==> config.mk <==
export PLATFORM = sky130hd
export DESIGN_NAME = custom_alphabet_base64_decoder
export DESIGN_NICKNAME = d
export VERILOG_FILES = /design/src/rtl/cabd_pkg.sv /design/src/rtl/custom_alphabet_base64_decoder.sv /design/src/rtl/cabd_front.sv /design/src/rtl/cabd_queue.sv /design/src/rtl/cabd_back.sv
export SDC_FILE = /design/constraint.sdc
export NUM_CORES = 1
export LEC_CHECK = 0
export BUFFER_PORTS_ARGS = -buffer_cell sky130_fd_sc_hd__buf_2
export CAP_MARGIN = 15
export CORE_ASPECT_RATIO = 1.1
export CORE_MARGIN = 5
export CORE_UTILIZATION = 50
export CTS_CLUSTER_DIAMETER = 40
export CTS_CLUSTER_SIZE = 24
export DETAILED_ROUTE_END_ITERATION = 12
export PLACE_DENSITY = 0.69
export SLEW_MARGIN = 5
export SYNTH_ARGS = -nofsm -noshare
export SYNTH_HDL_FRONTEND = slang
export SYNTH_SLANG_ARGS = --single-unit
==> constraint.sdc <==
create_clock -name i_clk -period 2.7 [get_ports i_clk]
set_input_delay 0.405 -clock i_clk [delete_from_list [all_inputs] [get_ports i_clk]]
set_output_delay 0.405 -clock i_clk [all_outputs]
set_load 0.005 [all_outputs]
==> src/rtl/cabd_pkg.sv <==
`default_nettype none

package cabd_pkg;

    // symbol table, index 0 first; the last entry is the pad
    localparam int ALPHA_LEN = 65;
    localparam logic [ALPHA_LEN*8-1:0] ALPHABET =
        "abcdefghijklmnopqrstuvwxyz~!@#$%^&*(ABCDEFGHIJKLMNOPQRSTUVWXYZ)-|";

    localparam logic [6:0] PAD_SEXTET = 7'd64;
    localparam logic [6:0] NO_SEXTET  = 7'h7f;

    // classified character as it travels from front to back
    typedef struct packed {
        logic       eot;
        logic [6:0] sextet;
    } t_item;

    // queue status seen by both sides
    typedef struct packed {
        logic empty;
        logic full;
    } t_q_stat;

    // result as held in the output register
    typedef struct packed {
        logic        last;
        logic        bad;
        logic [23:0] bytes;
    } t_result;

    // map one character to its sextet, NO_SEXTET when outside the table
    function automatic logic [6:0] sextet_of(input logic [7:0] ch);
        logic [6:0] r;
        r = NO_SEXTET;
        for (int k = 0; k < ALPHA_LEN; k++) begin
            if (ALPHABET[(ALPHA_LEN-1-k)*8 +: 8] == ch) begin
                r = 7'(k);
            end
        end
        return r;
    endfunction

endpackage

`default_nettype wire

==> src/rtl/custom_alphabet_base64_decoder.sv <==
`default_nettype none

// Streaming base64 decoder over a 65-symbol alphabet (lower case, ~!@#$%^&*(,
// upper case, )-, with '|' as pad). One character is taken per transfer on
// the slave side, tlast marking the end of the text. Every fourth character
// of a group yields one result transfer carrying three bytes; an invalid
// character, a misplaced pad or a group cut short by tlast yields a result
// with the error flag in tuser set and all bytes zero, and after an error the
// rest of the text up to its tlast character is dropped without results.
// Throughput is one character per clock while the queue has room: a front
// stage looks up the symbol and writes it into a queue of QUEUE_DEPTH
// entries, a back stage runs the group state and loads the output register.
// A result reaches the master side from the character that completes it
// through the queue write and then the output register; the queue lets the
// input keep flowing while the output is stalled, until its entries are full.
module custom_alphabet_base64_decoder #(
    parameter int QUEUE_DEPTH = 4
) (
    input  wire logic        i_clk,
    input  wire logic        i_rst_n,
    // character input
    input  wire logic        i_s_tvalid,
    output logic             o_s_tready,
    input  wire logic [7:0]  i_s_tdata,   // [7:0] symbol
    input  wire logic        i_s_tlast,   // end_of_text
    // decoded output
    output logic             o_m_tvalid,
    input  wire logic        i_m_tready,
    output logic [23:0]      o_m_tdata,   // [7:0] byte_first, [15:8] byte_second,
                                          // [23:16] byte_third
    output logic             o_m_tuser,   // [0] bad_input
    output logic             o_m_tlast    // final_group
);
    import cabd_pkg::*;

    logic    push, pop;
    t_item   item_in, item_head;
    t_q_stat q_stat;
    t_result result;

    // symbol lookup and input handshake
    cabd_front u_front (
        .i_s_tvalid (i_s_tvalid),
        .o_s_tready (o_s_tready),
        .i_s_tdata  (i_s_tdata),
        .i_s_tlast  (i_s_tlast),
        .i_q_stat   (q_stat),
        .o_push     (push),
        .o_item     (item_in)
    );

    // classified characters waiting for the group logic
    cabd_queue #(
        .DEPTH (QUEUE_DEPTH)
    ) u_queue (
        .i_clk   (i_clk),
        .i_rst_n (i_rst_n),
        .i_push  (push),
        .i_item  (item_in),
        .i_pop   (pop),
        .o_head  (item_head),
        .o_stat  (q_stat)
    );

    // group assembly, pad checks, byte packing and output register
    cabd_back u_back (
        .i_clk      (i_clk),
        .i_rst_n    (i_rst_n),
        .i_head     (item_head),
        .i_q_stat   (q_stat),
        .o_pop      (pop),
        .o_m_tvalid (o_m_tvalid),
        .i_m_tready (i_m_tready),
        .o_result   (result)
    );

    assign o_m_tdata = result.bytes;
    assign o_m_tuser = result.bad;
    assign o_m_tlast = result.last;

    // an error result never carries decoded bytes
    a_bad_zero: assert property (@(posedge i_clk) disable iff (!i_rst_n)
        (o_m_tvalid && o_m_tuser) |-> (o_m_tdata == 24'd0))
        else $error("error result with nonzero bytes");

    // the queue cannot be empty and full at once
    a_q_sane: assert property (@(posedge i_clk) disable iff (!i_rst_n)
        !(q_stat.empty && q_stat.full))
        else $error("queue status inconsistent");

    // the back side only takes items that exist
    a_pop_ok: assert property (@(posedge i_clk) disable iff (!i_rst_n)
        pop |-> !q_stat.empty)
        else $error("pop from empty queue");

    // a transfer into the queue leaves it nonempty
    a_push_fill: assert property (@(posedge i_clk) disable iff (!i_rst_n)
        (i_s_tvalid && o_s_tready) |=> !q_stat.empty)
        else $error("accepted character lost");

endmodule

`default_nettype wire

==> src/rtl/cabd_front.sv <==
`default_nettype none

module cabd_front (
    input  wire logic           i_s_tvalid,
    output logic                o_s_tready,
    input  wire logic [7:0]     i_s_tdata,
    input  wire logic           i_s_tlast,
    input  wire cabd_pkg::t_q_stat i_q_stat,
    output logic                o_push,
    output cabd_pkg::t_item     o_item
);
    import cabd_pkg::*;

    // accept whenever the queue has room
    assign o_s_tready    = ~i_q_stat.full;
    assign o_push        = i_s_tvalid & ~i_q_stat.full;
    assign o_item.sextet = sextet_of(i_s_tdata);
    assign o_item.eot    = i_s_tlast;

endmodule

`default_nettype wire

==> src/rtl/cabd_queue.sv <==
`default_nettype none

module cabd_queue #(
    parameter int DEPTH = 4
) (
    input  wire logic              i_clk,
    input  wire logic              i_rst_n,
    input  wire logic              i_push,
    input  wire cabd_pkg::t_item   i_item,
    input  wire logic              i_pop,
    output cabd_pkg::t_item        o_head,
    output cabd_pkg::t_q_stat      o_stat
);
    import cabd_pkg::*;

    localparam int PW = (DEPTH > 1) ? $clog2(DEPTH) : 1;
    localparam int CW = $clog2(DEPTH + 1);

    t_item           r_mem [DEPTH];
    logic [PW-1:0]   r_wptr, r_rptr;
    logic [CW-1:0]   r_count;
    logic            do_push, do_pop;

    assign o_stat.empty = (r_count == '0);
    assign o_stat.full  = (r_count == CW'(DEPTH));
    assign do_push      = i_push & ~o_stat.full;
    assign do_pop       = i_pop & ~o_stat.empty;
    assign o_head       = r_mem[r_rptr];

    always_ff @(posedge i_clk) begin
        if (do_push) begin
            r_mem[r_wptr] <= i_item;
        end
    end

    always_ff @(posedge i_clk) begin
        if (!i_rst_n) begin
            r_wptr  <= '0;
            r_rptr  <= '0;
            r_count <= '0;
        end else begin
            if (do_push) begin
                r_wptr <= (r_wptr == PW'(DEPTH - 1)) ? '0 : r_wptr + 1'b1;
            end
            if (do_pop) begin
                r_rptr <= (r_rptr == PW'(DEPTH - 1)) ? '0 : r_rptr + 1'b1;
            end
            case ({do_push, do_pop})
                2'b10:   r_count <= r_count + 1'b1;
                2'b01:   r_count <= r_count - 1'b1;
                default: r_count <= r_count;
            endcase
        end
    end

endmodule

`default_nettype wire

==> src/rtl/cabd_back.sv <==
`default_nettype none

module cabd_back (
    input  wire logic              i_clk,
    input  wire logic              i_rst_n,
    input  wire cabd_pkg::t_item   i_head,
    input  wire cabd_pkg::t_q_stat i_q_stat,
    output logic                   o_pop,
    output logic                   o_m_tvalid,
    input  wire logic              i_m_tready,
    output cabd_pkg::t_result      o_result
);
    import cabd_pkg::*;

    logic [1:0]  r_pos, n_pos;
    logic        r_disc, n_disc;
    logic [6:0]  r_held [3];
    logic        r_valid;
    t_result     r_out;
    t_result     res;
    logic        has_res;
    logic        wr_held;
    logic [6:0]  s0, s1, s2, s3;
    logic        bad_pad;

    // take the next item whenever the output register is free or draining
    assign o_pop = ~i_q_stat.empty & (~r_valid | i_m_tready);

    assign s0 = r_held[0];
    assign s1 = r_held[1];
    assign s2 = r_held[2];
    assign s3 = i_head.sextet;
    assign bad_pad = (s0 == PAD_SEXTET) | (s1 == PAD_SEXTET) |
                     ((s2 == PAD_SEXTET) & (s3 != PAD_SEXTET));

    always_comb begin
        n_pos     = r_pos;
        n_disc    = r_disc;
        has_res   = 1'b0;
        wr_held   = 1'b0;
        res.last  = i_head.eot;
        res.bad   = 1'b1;
        res.bytes = '0;
        if (r_disc) begin
            if (i_head.eot) begin
                n_disc = 1'b0;
                n_pos  = '0;
            end
        end else if (i_head.sextet == NO_SEXTET) begin
            has_res = 1'b1;
            n_pos   = '0;
            n_disc  = ~i_head.eot;
        end else if (r_pos != 2'd3) begin
            wr_held = 1'b1;
            if (i_head.eot) begin
                // group cut short by the end of text
                has_res = 1'b1;
                n_pos   = '0;
            end else begin
                n_pos = r_pos + 2'd1;
            end
        end else begin
            has_res = 1'b1;
            n_pos   = '0;
            if (bad_pad) begin
                n_disc = ~i_head.eot;
            end else begin
                res.bad          = 1'b0;
                res.bytes[7:0]   = {s0[5:0], s1[5:4]};
                res.bytes[15:8]  = (s2 == PAD_SEXTET) ? 8'd0 : {s1[3:0], s2[5:2]};
                res.bytes[23:16] = (s3 == PAD_SEXTET) ? 8'd0 : {s2[1:0], s3[5:0]};
            end
        end
    end

    always_ff @(posedge i_clk) begin
        if (o_pop && wr_held) begin
            r_held[r_pos] <= i_head.sextet;
        end
        if (o_pop && has_res) begin
            r_out <= res;
        end
    end

    always_ff @(posedge i_clk) begin
        if (!i_rst_n) begin
            r_pos   <= '0;
            r_disc  <= 1'b0;
            r_valid <= 1'b0;
        end else begin
            if (o_pop) begin
                r_pos  <= n_pos;
                r_disc <= n_disc;
            end
            if (o_pop && has_res) begin
                r_valid <= 1'b1;
            end else if (i_m_tready) begin
                r_valid <= 1'b0;
            end
        end
    end

    assign o_m_tvalid = r_valid;
    assign o_result   = r_out;

endmodule

`default_nettype wire
==> results by stage, run 1 <==
Worst setup path:
- Of all nets on the critical path, the largest fanout is 7.
- The kind of start point of the critical path is a flip-flop.
- The data arrival time of the worst path is 2.42 ns.
- The worst setup path is captured at a flip-flop.
- The worst setup path category is flip-flop to flip-flop.
- For the worst setup path, the data required time is 2.71 ns.

STA:
- Based on the critical path, the design can be clocked at up to between 400 and 500 MHz.
- The total count of max-transition violations in the final report is 0.
- The post-route clock period utilization is 89.2%.
- In the final timing run, aggregate negative setup slack is 0 ns.
- Setup slack closes at 0.291 ns.
- The slew at the pin closest to its max-slew limit is 0.695 ns.
- The clock skew after layout is 0.0107 ns.
- Setup repair after global routing left no endpoint under its margin.
- The total of endpoints with negative setup slack in the final report is 0.
- Headroom to the max-slew limit came out at 53.0%.
- The number of hold violations in the final report is 0.
- For the finished layout, the period the worst path requires is 2.41 ns.

Synth:
- The average instance area after synthesis is 12.6 µm².
- The xor and xnor area share after synthesis is 0.782%.
- The number of cells produced by synthesis is 356.
- The primary flip-flop cell chosen by synthesis mapping is sky130_fd_sc_hd__edfxtp_1.
- The async set-reset flop share out of synthesis is 0%.
- The distinct cell type count after synthesis is 69.
- The synthesized netlist devotes 17.5% of its cell area to simple gates.
- Of the post-synthesis cell area, the part taken by muxes is 4.36%.
- Synthesis inferred 92 register bits.
- The share of the yosys chip area belonging to registers is around 60%.
- Summing the areas of all compound-gate instances in the mapped netlist gives 11.8% of the synthesized area.
- The adder-cell share of the synthesized area is approximately 3.2%.
- Counting flops with a built-in enable in the synthesized netlist gives just under 80.
- The number of warnings issued by yosys is 0.
- After synthesis, the largest family of logic cells by area is simple AND/OR/NAND/NOR gates.
- The synthesized netlist net count is 380.
- In this run the cell area of the synthesized design comes to 0.00448 mm².

CTS:
- The number of clock buffers added by TritonCTS is 9.
- The count of hold-fix buffers inserted at cts is 0.
- The master cell of the clock root buffer is sky130_fd_sc_hd__clkbuf_8.
- Clock-pin slew was measured on the worst setup and hold paths at 0.08 ns.
- Buffers added to address setup during post-CTS repair amount to 0.
- The maximum root-to-sink buffer count is 2.
- The number of gates resized after cts is 0.
- TritonCTS built the clock tree.
- The clock tree synthesis step divided the H-tree into 3 levels.
- For the worst-skew pair, the clock arrives at the later sink with an insertion delay of 0.34 ns.
- The clock sink total is just over 90.

Placement:
- Prior to clock tree synthesis, the placed netlist has a worst setup slack of 0.199 ns.
- The half-perimeter wire length of the detailed placement result is 5.97 mm.
- Summing all placed instances gives a cell area of 0.00479 mm².
- The count of input and output buffers is 40.
- The last weighted congestion value of the routability-driven placer is 0.894.

Drt:
- The first-pass detailed-route iteration total is 4.
- The number of DRC violations after detailed-routing iteration 0 is 183.
- In the final routed layout, each cell accounts on average for 15.7 µm.
- After detailed routing, the number of remaining DRC violations is 0.
- The routed layout has 2919 vias.
- The total routed wirelength is 8.03 mm.
- The post-detailed-route count of antenna-violating nets is 0.
- Using the TritonRoute via totals, the vias-per-cell ratio works out to 5.70.

Global route:
- The first-pass GRT wire length is 13.3 mm.
- The via count of the first global-routing pass was 2877.
- The number of antenna violations at the first check in global routing was 0.
- For this run, the total global-route usage over all layers was measured as between 10% and 20%.
- The residual overflow from global routing is 0.
- The met2 track utilization from global routing is 27.6%.
- For met1 alone, demand over resource in global routing was 17.8%.
- The pin count of the biggest net entering global routing is 30.
- The met3 routing resource usage after global routing is under 10%.
- The global routing stage identified its most utilized layer as met2.

Finish:
- The antenna diode count is 0.
- The final cell area excluding filler cells is between 0.004 and 0.005 mm².
- The proportion of layout cells with a drive suffix above 1 is a little over a fifth.
- The final layout contains between 400 and 500 nets.
- The growth of design area from synthesis to finish is 11.1%.

Floorplan:
- The number of top-level design ports is 41.
- The die covers 0.0110 mm².
- The total number of placement rows is 36.
- The placeable core region is 0.00883 mm².
- The die boundary height is 109 µm.
- From left edge to right edge, the die measures 100 µm.
- The initial utilization of the core area, before any placement, comes to about half.

Status:
- The flow ran to the end, and the final reports show no timing, DRC or antenna violations.

Pwr:
- The leakage power summed over all cells is about 1.8 nW.
- The peak supply drop is 375 µV.
- Dividing total power by cell area gives a power density of 834 mW/mm².

Job:
- The tool flagged a number of max-cap violations equal to 0.

Worst hold path:
- The path type of the worst min-delay path is input pin to flip-flop.
==> Yosys cell counts, types with 4 or more instances <==
library cell               count  share of area, %
sky130_fd_sc_hd__a21oi_1      11               1.2
sky130_fd_sc_hd__a311oi_1      4              0.78
sky130_fd_sc_hd__a31oi_1       4              0.56
sky130_fd_sc_hd__and2_1       22               3.1
sky130_fd_sc_hd__and3_1       15               2.1
sky130_fd_sc_hd__clkbuf_1     18               1.5
sky130_fd_sc_hd__dfxtp_1      13               5.8
sky130_fd_sc_hd__edfxtp_1     79                53
sky130_fd_sc_hd__ha_1         10               2.8
sky130_fd_sc_hd__inv_1        13               1.1
sky130_fd_sc_hd__mux4_2        7               3.5
sky130_fd_sc_hd__nand2_1      26               2.2
sky130_fd_sc_hd__nand2b_1      5              0.70
sky130_fd_sc_hd__nand3_1       8              0.89
sky130_fd_sc_hd__nor2_1       10              0.84
sky130_fd_sc_hd__nor2b_1       4              0.56
sky130_fd_sc_hd__nor3_1       10               1.1
sky130_fd_sc_hd__o21ai_0      17               1.9
==> through the flow <==
stage	std cells	power, W	hold slack (ns)	util, %
after floorplan	356	0.00294	0.467	-
after global placement	496	0.00331	0.501	54.2
after detailed placement	496	0.00335	0.519	54.2
after CTS	512	0.00419	0.252	56.4
after global routing	512	0.00442	0.262	56.4
final	512	0.00415	0.280	56.4
==> cell usage in the layout, fill, tap and decap left out, types with 3 or more instances in the layout <==
cell type | Yosys | layout
sky130_fd_sc_hd__nand2_1 | 26 | 26
sky130_fd_sc_hd__mux4_2 | 7 | 7
sky130_fd_sc_hd__buf_4 | 0 | 9
sky130_fd_sc_hd__o21ai_0 | 17 | 17
sky130_fd_sc_hd__nor3_1 | 10 | 10
sky130_fd_sc_hd__a31oi_1 | 4 | 4
sky130_fd_sc_hd__o211ai_1 | 3 | 3
sky130_fd_sc_hd__nor4_1 | 3 | 3
sky130_fd_sc_hd__dfxtp_1 | 13 | 13
sky130_fd_sc_hd__or3_1 | 3 | 3
sky130_fd_sc_hd__nor4b_1 | 3 | 3
sky130_fd_sc_hd__or2_2 | 3 | 3
sky130_fd_sc_hd__nor2_1 | 10 | 10
sky130_fd_sc_hd__o31ai_1 | 3 | 3
sky130_fd_sc_hd__buf_2 | 2 | 40
sky130_fd_sc_hd__xnor2_1 | 3 | 3
sky130_fd_sc_hd__edfxtp_1 | 79 | 79
sky130_fd_sc_hd__nand2b_1 | 5 | 5
sky130_fd_sc_hd__and3_1 | 15 | 15
sky130_fd_sc_hd__and2_1 | 22 | 22
sky130_fd_sc_hd__a21oi_1 | 11 | 11
sky130_fd_sc_hd__inv_1 | 13 | 13
sky130_fd_sc_hd__a21boi_0 | 3 | 3
sky130_fd_sc_hd__ha_1 | 10 | 10
sky130_fd_sc_hd__clkbuf_8 | 0 | 13
sky130_fd_sc_hd__a311oi_1 | 4 | 4
sky130_fd_sc_hd__nor2b_1 | 4 | 4
sky130_fd_sc_hd__nand3_1 | 8 | 8
==> final cells by class <==
type	instances	area (µm²)
Fill cell	750	3850
Multi-Input combinational cell	227	1690
Timing Repair Buffer	49	268
Clock buffer	15	186
Sequential cell	92	2630
Tap cell	114	143
Inverter	14	52.6
Clock inverter	1	5.00
==> power by group <==
group          switching (W)  internal (W)
Clock               0.000419      0.000435
Combinational       0.000696      0.000460
Sequential          0.000131       0.00201
==> critical path, stage by stage (launching register included) <==
cell	delay, ns
sky130_fd_sc_hd__dfxtp_1	0.35
sky130_fd_sc_hd__buf_4	0.20
sky130_fd_sc_hd__mux4_2	0.63
sky130_fd_sc_hd__nand4_2	0.18
sky130_fd_sc_hd__o21bai_4	0.12
sky130_fd_sc_hd__nor3_2	0.22
sky130_fd_sc_hd__and2_1	0.38
==> layer usage <==
layer  part of all wire, %  wire, µm  vias up
met5                     0         0        -
li1                      -         -     1432
met3                   5.5       444       17
met1                    40      3190     1382
met2                    52      4210       88
met4                   2.3       188        0
==> worst paths after layout <==
path,startpoint,endpoint,slack [ns],cells after the start
worst max-delay path,flip-flop,u_back.r_held[2][2],0.29,6
worst max register to register,flip-flop,u_back.r_held[2][2],0.29,6
worst min-delay path,i_s_tlast,u_queue.r_mem[2][7],0.28,1
worst min register to register,u_queue.r_count[2],u_queue.r_count[2],0.53,2
==> sequential cells by signal (all words and copies together) (netlist names), named ones only <==
signal	cells
u_back.o_m_tvalid	1
u_back.r_held	21
u_queue.r_count	3
u_back.o_result	26
u_queue.r_mem	32
u_back.r_pos	2
u_queue.r_rptr	2
u_back.r_disc	1
u_queue.r_wptr	2
==> kinds of logic after synthesis <==
| family | after synthesis |
|---|---|
| AND/OR/NAND/NOR | 130 |
| flip-flops | 92 |
| AO/OA/AOI/OAI | 73 |
| buffers and inverters | 37 |
| adder cells (fa/ha/maj) | 11 |
| multiplexers | 9 |
| XOR/XNOR | 4 |
Power figures use the tool's default switching activity.
==> inputs of run 2 (changes only) <==
- CORE_UTILIZATION: 50 -> 59
- GPL_TIMING_DRIVEN: not set -> 0
- PLACE_DENSITY: 0.69 -> 0.79
==> run 2 against run 1 <==
Compared with the run above:
- global-route usage grew 3.0 points
- sequential power barely moved
- maximum frequency is 2.3% lower
- utilization is 11 points higher
- combinational power is essentially flat
- largest cell class unchanged
- largest power group unchanged
==> results by stage, run 2 (synthesis results as in run 1) <==
Pwr:
- The power after layout is 0.00418 W (+0.67%).
- The part of the power in combinational logic is 28.3% (+0.4 points).
- The peak supply drop is 419 µV (+12%).
- The power density of the placed cells is 840 mW/mm² (+0.75%).
- The relative contribution of sequential cells to total power is 50.6% (-1.0 points).
- The switching part of the total power is 30.8% (+0.82 points).
- The leakage power summed over all cells came to 1.75 nW (-0.72%).
- The net switching power is 0.00129 W (+3.4%).
- The internal power came to 0.00289 W (-0.50%).
- The share of total power in the clock network was 21.1% (+0.5 points).

STA:
- The final sum of negative setup slack came to 0 ns (unchanged).
- The number of hold violations in the final report is 0 (unchanged).
- The tightest slew margin relative to the limit is 49.5% (-3.5 points).
- The maximum clock frequency is 405 MHz (-2.3%).
- The final critical-path required period came to 2.47 ns (+0.0580 ns).
- The clock skew after layout is 0.0122 ns (+0.00155 ns).
- The slew at the pin closest to its max-slew limit is 0.750 ns (+0.0551 ns).
- The total count of max-transition violations in the final report is 0 (unchanged).
- The post-route clock period utilization is 91.4% (+2.1 points).
- The total of endpoints with negative setup slack in the final report is 0 (unchanged).
- Setup repair after global routing left no endpoint under its margin.

Global route:
- The all-layer global routing usage is 18.5% (+3.0 points).
- The residual overflow from global routing is 0 (unchanged).
- The pin count of the biggest net entering global routing is 28 (-6.7%).
- The first-pass GRT wire length is 13.7 mm (+2.9%).
- The via count of the first global-routing pass was 2901 (+0.83%).
- The number of antenna violations at the first check in global routing came to 0 (unchanged).

CTS:
- The insertion delay to the later sink of the worst-skew pair is 0.35 ns (about the same).
- TritonCTS built the clock tree.
- The clock sink total is 92 (unchanged).
- The clock transition time at the flip-flop clock pins of the worst setup and hold paths came to 0.09 ns (about the same).
- The master cell of the clock root buffer is sky130_fd_sc_hd__clkbuf_8.
- The total clock buffers created by CTS is 9 (unchanged).
- The maximum root-to-sink buffer count is 2 (unchanged).
- The depth of the CTS H-tree is 3 (unchanged).

Placement:
- The count of input and output buffers is 39 (-2.5%).
- The half-perimeter wire length of the detailed placement result is 6.01 mm (+0.66%).
- The last weighted congestion value of the routability-driven placer is 0.955 (+6.8%).
- The total placed cells including tap cells came to 482 (-2.8%).

Floorplan:
- The number of top-level design ports came to 41 (unchanged).
- The placeable core region is 0.00743 mm² (-16%).
- The die area is 0.00944 mm² (-14%).
- The die boundary height is 101 µm (-7.2%).
- The effective utilization at floorplan was 60.3% (+9.5 points).
- The total number of placement rows is 33 (-8.3%).
- The width of the die is 93.1 µm (-7.2%).

Worst hold path:
- The min-delay analysis places its worst path in the category input pin to flip-flop.

Finish:
- The flip-flop count of the largest register after layout is 32 (unchanged).
- The final net count is 429 (+2.9%).
- The register with the most flip-flops is u_queue.r_mem.
- The multi-input gate area in the final layout is 0.00169 mm² (about the same).
- The total of fill cells in the finished design came to 535 (-29%).
- The post-route non-filler standard cell count came to 497 (-2.9%).
- The area occupied by registers came to 0.00263 mm² (unchanged).
- The top cell types in the final layout, fill and taps aside, are 79 x sky130_fd_sc_hd__edfxtp_1, 41 x sky130_fd_sc_hd__buf_2, 26 x sky130_fd_sc_hd__nand2_1.
- The proportion of layout cells with a drive suffix above 1 is 20.2% (-1.4 points).
- The most common cell after layout, fill and taps aside is sky130_fd_sc_hd__edfxtp_1.
- The antenna diode count is 0 (unchanged).
- The growth of design area from synthesis to finish is 11.0% (about the same).

Drt:
- The number of DRC violations after detailed-routing iteration 0 is 169 (-7.7%).
- The total routed wirelength is 8.19 mm (+2.0%).
- The post-detailed-route count of antenna-violating nets is 0 (unchanged).
- The routed wirelength normalized by instance count is 16.5 µm (+5.0%).
- The first-pass detailed-route iteration total is 5 (+1).
- The DRC violations left is 0 (unchanged).
- The average vias per placed instance came to 6.07 (+6.5%).
- The via count of the routed design was 3018 (+3.4%).

Job:
- The count of maximum capacitance violations is 0 (unchanged).

Worst setup path:
- The kind of start point of the critical path is a flip-flop.
- The maximum fanout count along the critical path came to 8 (+1).
- The setup path with the least slack is of type flip-flop to flip-flop.
- The worst setup path is captured at a flip-flop.
- The data arrival time of the worst path was 2.48 ns (+0.06 ns).
- The data required time at the worst endpoint is 2.71 ns (about the same).

Status:
- The run finished with clean final reports.
[run 2: cell count changes in the layout (fill, tap and decap cells not counted)]
cell,delta
sky130_fd_sc_hd__buf_6,+2
sky130_fd_sc_hd__clkbuf_8,-4
sky130_fd_sc_hd__inv_1,-1
sky130_fd_sc_hd__clkbuf_1,+16
sky130_fd_sc_hd__clkinv_4,+2
sky130_fd_sc_hd__buf_2,+1
sky130_fd_sc_hd__o31a_1,-1
sky130_fd_sc_hd__bufinv_16,+1
sky130_fd_sc_hd__inv_2,+1
sky130_fd_sc_hd__buf_1,+1
sky130_fd_sc_hd__buf_4,-9
sky130_fd_sc_hd__clkinvlp_4,+1
sky130_fd_sc_hd__clkinv_2,+1
sky130_fd_sc_hd__o31a_2,+1
[run 2: worst max-delay path, stage by stage (launching register included)]
cell	delay, ns
sky130_fd_sc_hd__dfxtp_1	0.32
sky130_fd_sc_hd__clkbuf_1	0.36
sky130_fd_sc_hd__mux4_2	0.50
sky130_fd_sc_hd__nand4_2	0.19
sky130_fd_sc_hd__o21bai_4	0.12
sky130_fd_sc_hd__nor3_2	0.24
sky130_fd_sc_hd__and2_1	0.40
[run 2: cell type report]
cell class / count / area share [%]
multi-input combinational: 227 / 34.0
timing repair buffer: 39 / 3.92
clock inverter: 6 / 1.31
tap: 87 / 2.19
clock buffer: 10 / 2.57
inverter: 14 / 1.06
sequential: 92 / 52.9
buffer: 22 / 2.01
[run 2: path summary, 6_finish.rpt]
| path | from | to | slack (ns) | cells after the start |
|---|---|---|---|---|
| max | flip-flop | u_back.r_held[2][2] | 0.23 | 6 |
| min | i_s_tlast | u_queue.r_mem[0][7] | 0.29 | 1 |
| max reg2reg | flip-flop | u_back.r_held[2][2] | 0.23 | 6 |
| min reg2reg | u_queue.r_rptr[1] | u_queue.r_rptr[1] | 0.52 | 2 |
[run 2: power groups by stage]
stage,sequential (W),combinational (W),clock (W)
global route,0.00215,0.00131,0.000951
global placement,0.00214,0.00114,0
CTS,0.00212,0.00120,0.000897
floorplan,0.00216,0.000774,0
finish,0.00212,0.00118,0.000883
detailed placement,0.00215,0.00119,0
[run 2: per-stage QoR]
step | util [%] | hold slack, ns | instance area (µm²) | setup slack [ns]
CTS | 67.0 | 0.272 | 4980 | 0.165
finish | 66.9 | 0.285 | 4970 | 0.233
global route | 66.9 | 0.269 | 4970 | 0.0827
floorplan | - | 0.467 | 4480 | 0.402
global placement | 64.4 | 0.479 | 4780 | -0.0163
detailed placement | 64.4 | 0.501 | 4780 | -0.114
[run 2: repair_timing]
item / 4_1_cts / 5_1_grt
endpoints found under the setup margin: 26 / 1
hold buffers: 0 / 0
gates resized for setup: 1 / 1
setup buffers: 0 / 0
[run 2: routing by layer]
metal | vias up | part of all wire [%] | track usage (%)
met1 | 1415 | 40 | 22.2
met5 | - | 0 | 0
li1 | 1460 | - | -
met2 | 127 | 52 | 32.5
met3 | 16 | 5.3 | 3.42
met4 | 0 | 2.6 | 8.68
==> inputs of run 3 (changes only) <==
- SYNTH_HIERARCHICAL: not set -> 1
==> run 3 against run 2 <==
Compared with the run above:
- maximum frequency fell by 4.6%
- non-clock buffer count rose by 2
- total power rose by 1.9%
- global-route usage fell by 0.33 points
- wire length barely moved
- via count fell by 1.0%
- sequential share of layout area fell by 0.16 points
- combinational power rose by 10%
- clock power fell by 9.3%
- area after synthesis fell by 0.11%
- synthesized cell count rose by 2.5%
- sequential power rose by 2%
==> results by stage, run 3 <==
Status:
- The flow ran to the end, and the final reports show no timing, DRC or antenna violations.

STA:
- The maximum clock frequency was 387 MHz (-4.6%).
- The total of endpoints with negative setup slack in the final report came to 0 (unchanged).
- The post-route clock period utilization is 95.7% (+4.4 points).
- The total count of max-transition violations in the final report is 0 (unchanged).
- The clock skew after layout is 0.0192 ns (+0.00696 ns).
- The final sum of negative setup slack is 0 ns (unchanged).
- The final critical-path required period is 2.59 ns (+0.118 ns).
- The number of hold violations in the final report is 0 (unchanged).
- The slew at the pin closest to its max-slew limit came to 0.567 ns (-0.184 ns).
- The tightest slew margin relative to the limit is 62.1% (+13 points).

Worst setup path:
- The combined buffer and inverter count along the critical path is 2 (+1).
- The data required time at the worst endpoint came to 2.81 ns (+0.10 ns).
- The reg-to-reg endpoint is u_back/o_result[24].
- The sort of element at the end of the critical path is a flip-flop.
- The setup slack of the worst register-to-register path is 0.11 ns (-0.12 ns).
- The largest stage delay on the critical path is 0.59 ns (+0.09 ns).
- In this design, the largest share of critical-path delay is due to simple AND/OR/NAND/NOR gates.
- By startpoint and endpoint, the worst setup path is classified as flip-flop to flip-flop.
- The maximum fanout count along the critical path was 10 (+2).
- STA classifies the critical path startpoint as a flip-flop.
- The signal on the critical path passes through buf_4, mux4_2, nor3_1, nand4_1, a2111o_1, buf_4, or2_1.
- The cell repeated most along the worst path is sky130_fd_sc_hd__buf_4.
- The data arrival time of the worst path came to 2.70 ns (+0.22 ns).
- The worst reg2reg path depth was 7 (+1).
- For this design, the slowest cell found on the critical path is sky130_fd_sc_hd__mux4_2.

Finish:
- The growth of design area from synthesis to finish is 11.5%.
- Counting flops per register, the top entry is u_queue/r_mem.
- The antenna diode count is 0 (unchanged).
- The final cell area excluding filler cells is 0.00499 mm² (+0.30%).
- The total of fill cells in the finished design came to 551 (+3.0%).
- The proportion of layout cells with a drive suffix above 1 is 23.5% (+3.2 points).
- The final net count is 441 (+2.8%).
- Leaving out fill and tap cells, the most frequent cells in the layout are 79 x sky130_fd_sc_hd__edfxtp_1, 46 x sky130_fd_sc_hd__buf_2, 33 x sky130_fd_sc_hd__inv_1.
- The flip-flop count of the largest register after layout is 32 (unchanged).
- The library cell used most frequently in the layout, excluding fill and tap cells, is sky130_fd_sc_hd__edfxtp_1.
- The core utilization of the finished layout is 67.1% (+0.20 points).

Floorplan:
- The placeable core region is 0.00743 mm² (unchanged).
- The width of the die is 93.0 µm (about the same).
- The total number of placement rows was 33 (unchanged).
- The die boundary height is 101 µm (about the same).
- The die area was 0.00943 mm² (about the same).
- The number of top-level design ports was 41 (unchanged).
- The effective utilization at floorplan is 60.2% (-0.067 points).

Job:
- The count of maximum capacitance violations came to 0 (unchanged).

CTS:
- The depth of the CTS H-tree was 3 (unchanged).
- The total clock buffers created by CTS was 9 (unchanged).
- TritonCTS built the clock tree.
- The count of hold-fix buffers inserted at cts came to 0 (unchanged).
- The clock sink total was 92 (unchanged).
- Clock tree synthesis selected as its root buffer the cell sky130_fd_sc_hd__clkbuf_8.
- The clock transition time at the flip-flop clock pins of the worst setup and hold paths is 0.10 ns (about the same).
- The maximum root-to-sink buffer count came to 2 (unchanged).
- The insertion delay to the later sink of the worst-skew pair came to 0.34 ns (about the same).

Placement:
- The placed instance area came to 0.00478 mm² (-0.10%).
- The last weighted congestion value of the routability-driven placer is 0.972 (+1.9%).
- The half-perimeter wire length of the detailed placement result is 6.14 mm (+2.3%).
- The count of input and output buffers is 36 (-7.7%).

Synth:
- For this run, the leading register cell type out of synthesis is sky130_fd_sc_hd__edfxtp_1.
- The synthesized area is 0.00447 mm² (-0.11%).
- The number of flops mapped to enable cells by yosys came to 79 (unchanged).
- The distinct cell type count after synthesis is 64 (-7.2%).
- The cell accounting for the most synthesized area is sky130_fd_sc_hd__edfxtp_1.
- The synthesized netlist net count is 389 (+2.4%).
- The cell with the most instances after synthesis is sky130_fd_sc_hd__edfxtp_1.
- The synthesis-stage register bit count is 92 (unchanged).
- By count the netlist is led by 79 x sky130_fd_sc_hd__edfxtp_1, 33 x sky130_fd_sc_hd__inv_1, 29 x sky130_fd_sc_hd__nor3_1, 21 x sky130_fd_sc_hd__nor2_1, 20 x sky130_fd_sc_hd__nand2_1.
- The number of warnings issued by yosys is 6 (+6).
- The share of the yosys chip area belonging to registers is 58.8% (+0.066 points).
- The area share of the leading cell type in the synthesized netlist is 53.0% (+0.059 points).
- The async set-reset flop share out of synthesis was 0% (unchanged).
- The average instance area after synthesis is 12.3 µm² (-2.6%).
- Ranked by total cell area, the synthesized netlist is headed by sky130_fd_sc_hd__edfxtp_1 53%, sky130_fd_sc_hd__dfxtp_1 5.8%, sky130_fd_sc_hd__mux4_2 4.0%, sky130_fd_sc_hd__nor3_1 3.2%, sky130_fd_sc_hd__ha_1 2.8%.
- The number of cells produced by synthesis is 365 (+2.5%).

Global route:
- The pin count of the biggest net entering global routing is 21 (-25%).
- The number of antenna violations at the first check in global routing was 0 (unchanged).
- The residual overflow from global routing was 0 (unchanged).
- The all-layer global routing usage came to 18.2% (-0.33 points).
- The via count of the first global-routing pass is 2827 (-2.6%).
- The first-pass GRT wire length was 13.3 mm (-3.2%).

Worst hold path:
- The min-delay analysis places its worst path in the category input pin to flip-flop.
- The worst hold path terminates at u_queue/r_mem[0][7].
- The startpoint of the worst hold path is i_s_tlast.
- The instance count along the most critical hold path is 1 (unchanged).

Pwr:
- The power density of the placed cells was 854 mW/mm² (+1.6%).
- The leakage power summed over all cells is 1.82 nW (+3.9%).
- The peak supply drop is 434 µV (+3.7%).
- The power after layout is 0.00426 W (+1.9%).

Drt:
- The routed wirelength normalized by instance count is 16.1 µm (-2.4%).
- The DRC violations left is 0 (unchanged).
- The post-detailed-route count of antenna-violating nets is 0 (unchanged).
- The first-pass detailed-route iteration total is 4 (-1).
- The via count of the routed design is 2987 (-1.0%).
- The number of DRC violations after detailed-routing iteration 0 is 189 (+12%).
- The total routed wirelength is 8.18 mm (about the same).
- The average vias per placed instance is 5.87 (-3.4%).
==> run 3: cell types whose count changed after synthesis, sizes merged, moves of 11 or more <==
| cell | before | now |
|---|---|---|
| inv | 13 | 34 |
| and2 | 24 | 6 |
| nor3 | 13 | 31 |
| clkbuf | 18 | 6 |
| and3 | 15 | 4 |
| buf | 5 | 16 |
| nor2 | 10 | 21 |
==> run 3: worst register-to-register path: stages (launching register included) <==
cell	delay, ns
sky130_fd_sc_hd__dfxtp_1	0.32
sky130_fd_sc_hd__buf_4	0.20
sky130_fd_sc_hd__mux4_2	0.59
sky130_fd_sc_hd__nor3_1	0.25
sky130_fd_sc_hd__nand4_1	0.16
sky130_fd_sc_hd__a2111o_1	0.45
sky130_fd_sc_hd__buf_4	0.18
sky130_fd_sc_hd__or2_1	0.21
==> run 3: logic make-up after synthesis <==
logic type / Yosys count / synth area share [%]
AOI/OAI and AO/OA: 54 / 8.45
xor gates and xnor gates: 2 / 0.392
adders and majority gates: 11 / 3.24
buffers and inverters: 56 / 5.45
DFF: 92 / 58.8
muxes: 11 / 4.73
and+or+nand+nor: 139 / 18.9
==> run 3: where the power goes <==
part	internal [W]	switching, W	total (W)
clock network	0.000337	0.000464	0.000801
logic	0.000519	0.000783	0.00130
registers	0.00202	0.000134	0.00216
total	0.00288	0.00138	0.00426
==> run 3: repair_timing <==
item                                    CTS  global route
endpoints found under the setup margin   20             1
setup buffers                             1             4
gates resized for setup                   1             0
pin swaps                                 1             0
==> run 3: worst max-delay path by stage <==
stage | end | slack, ns | cells past startpoint
after floorplan | u_back/o_result[24] | 0.17 | 7
after global placement | u_back/o_result[20] | -0.17 | 5
after detailed placement | u_back/o_result[24] | -0.17 | 7
after CTS | u_back/o_result[24] | 0.09 | 7
after global routing | u_back/o_result[24] | -0.006 | 7
final | u_back/o_result[24] | 0.11 | 7
==> run 3: area by class of cell <==
| class | count | area, µm² | share of cell area [%] |
|---|---|---|---|
| multi-input cells | 217 | 1600 | 32.1 |
| clock inverters | 7 | 50.0 | 1.00 |
| flip-flops and latches | 92 | 2630 | 52.8 |
| clock buffers | 9 | 124 | 2.48 |
| plain buffers | 21 | 115 | 2.31 |
| repair buffers | 42 | 229 | 4.59 |
| well taps | 87 | 109 | 2.18 |
| inverters | 34 | 128 | 2.56 |
==> run 3: through the flow <==
stage / cells / hold WS (ns) / worst slack (ns)
floorplan: 365 / 0.465 / 0.166
global placement: 488 / 0.480 / -0.169
detailed placement: 489 / 0.489 / -0.165
CTS: 505 / 0.251 / 0.0899
global route: 509 / 0.242 / -0.00621
finish: 509 / 0.263 / 0.115
==> run 3: routing by layer <==
layer  part of all wire, %  global-route usage (%)
met3                   4.7                    3.79
met1                    42                    22.1
met4                   2.6                    6.99
met2                    51                    32.0
met5                     0                       0
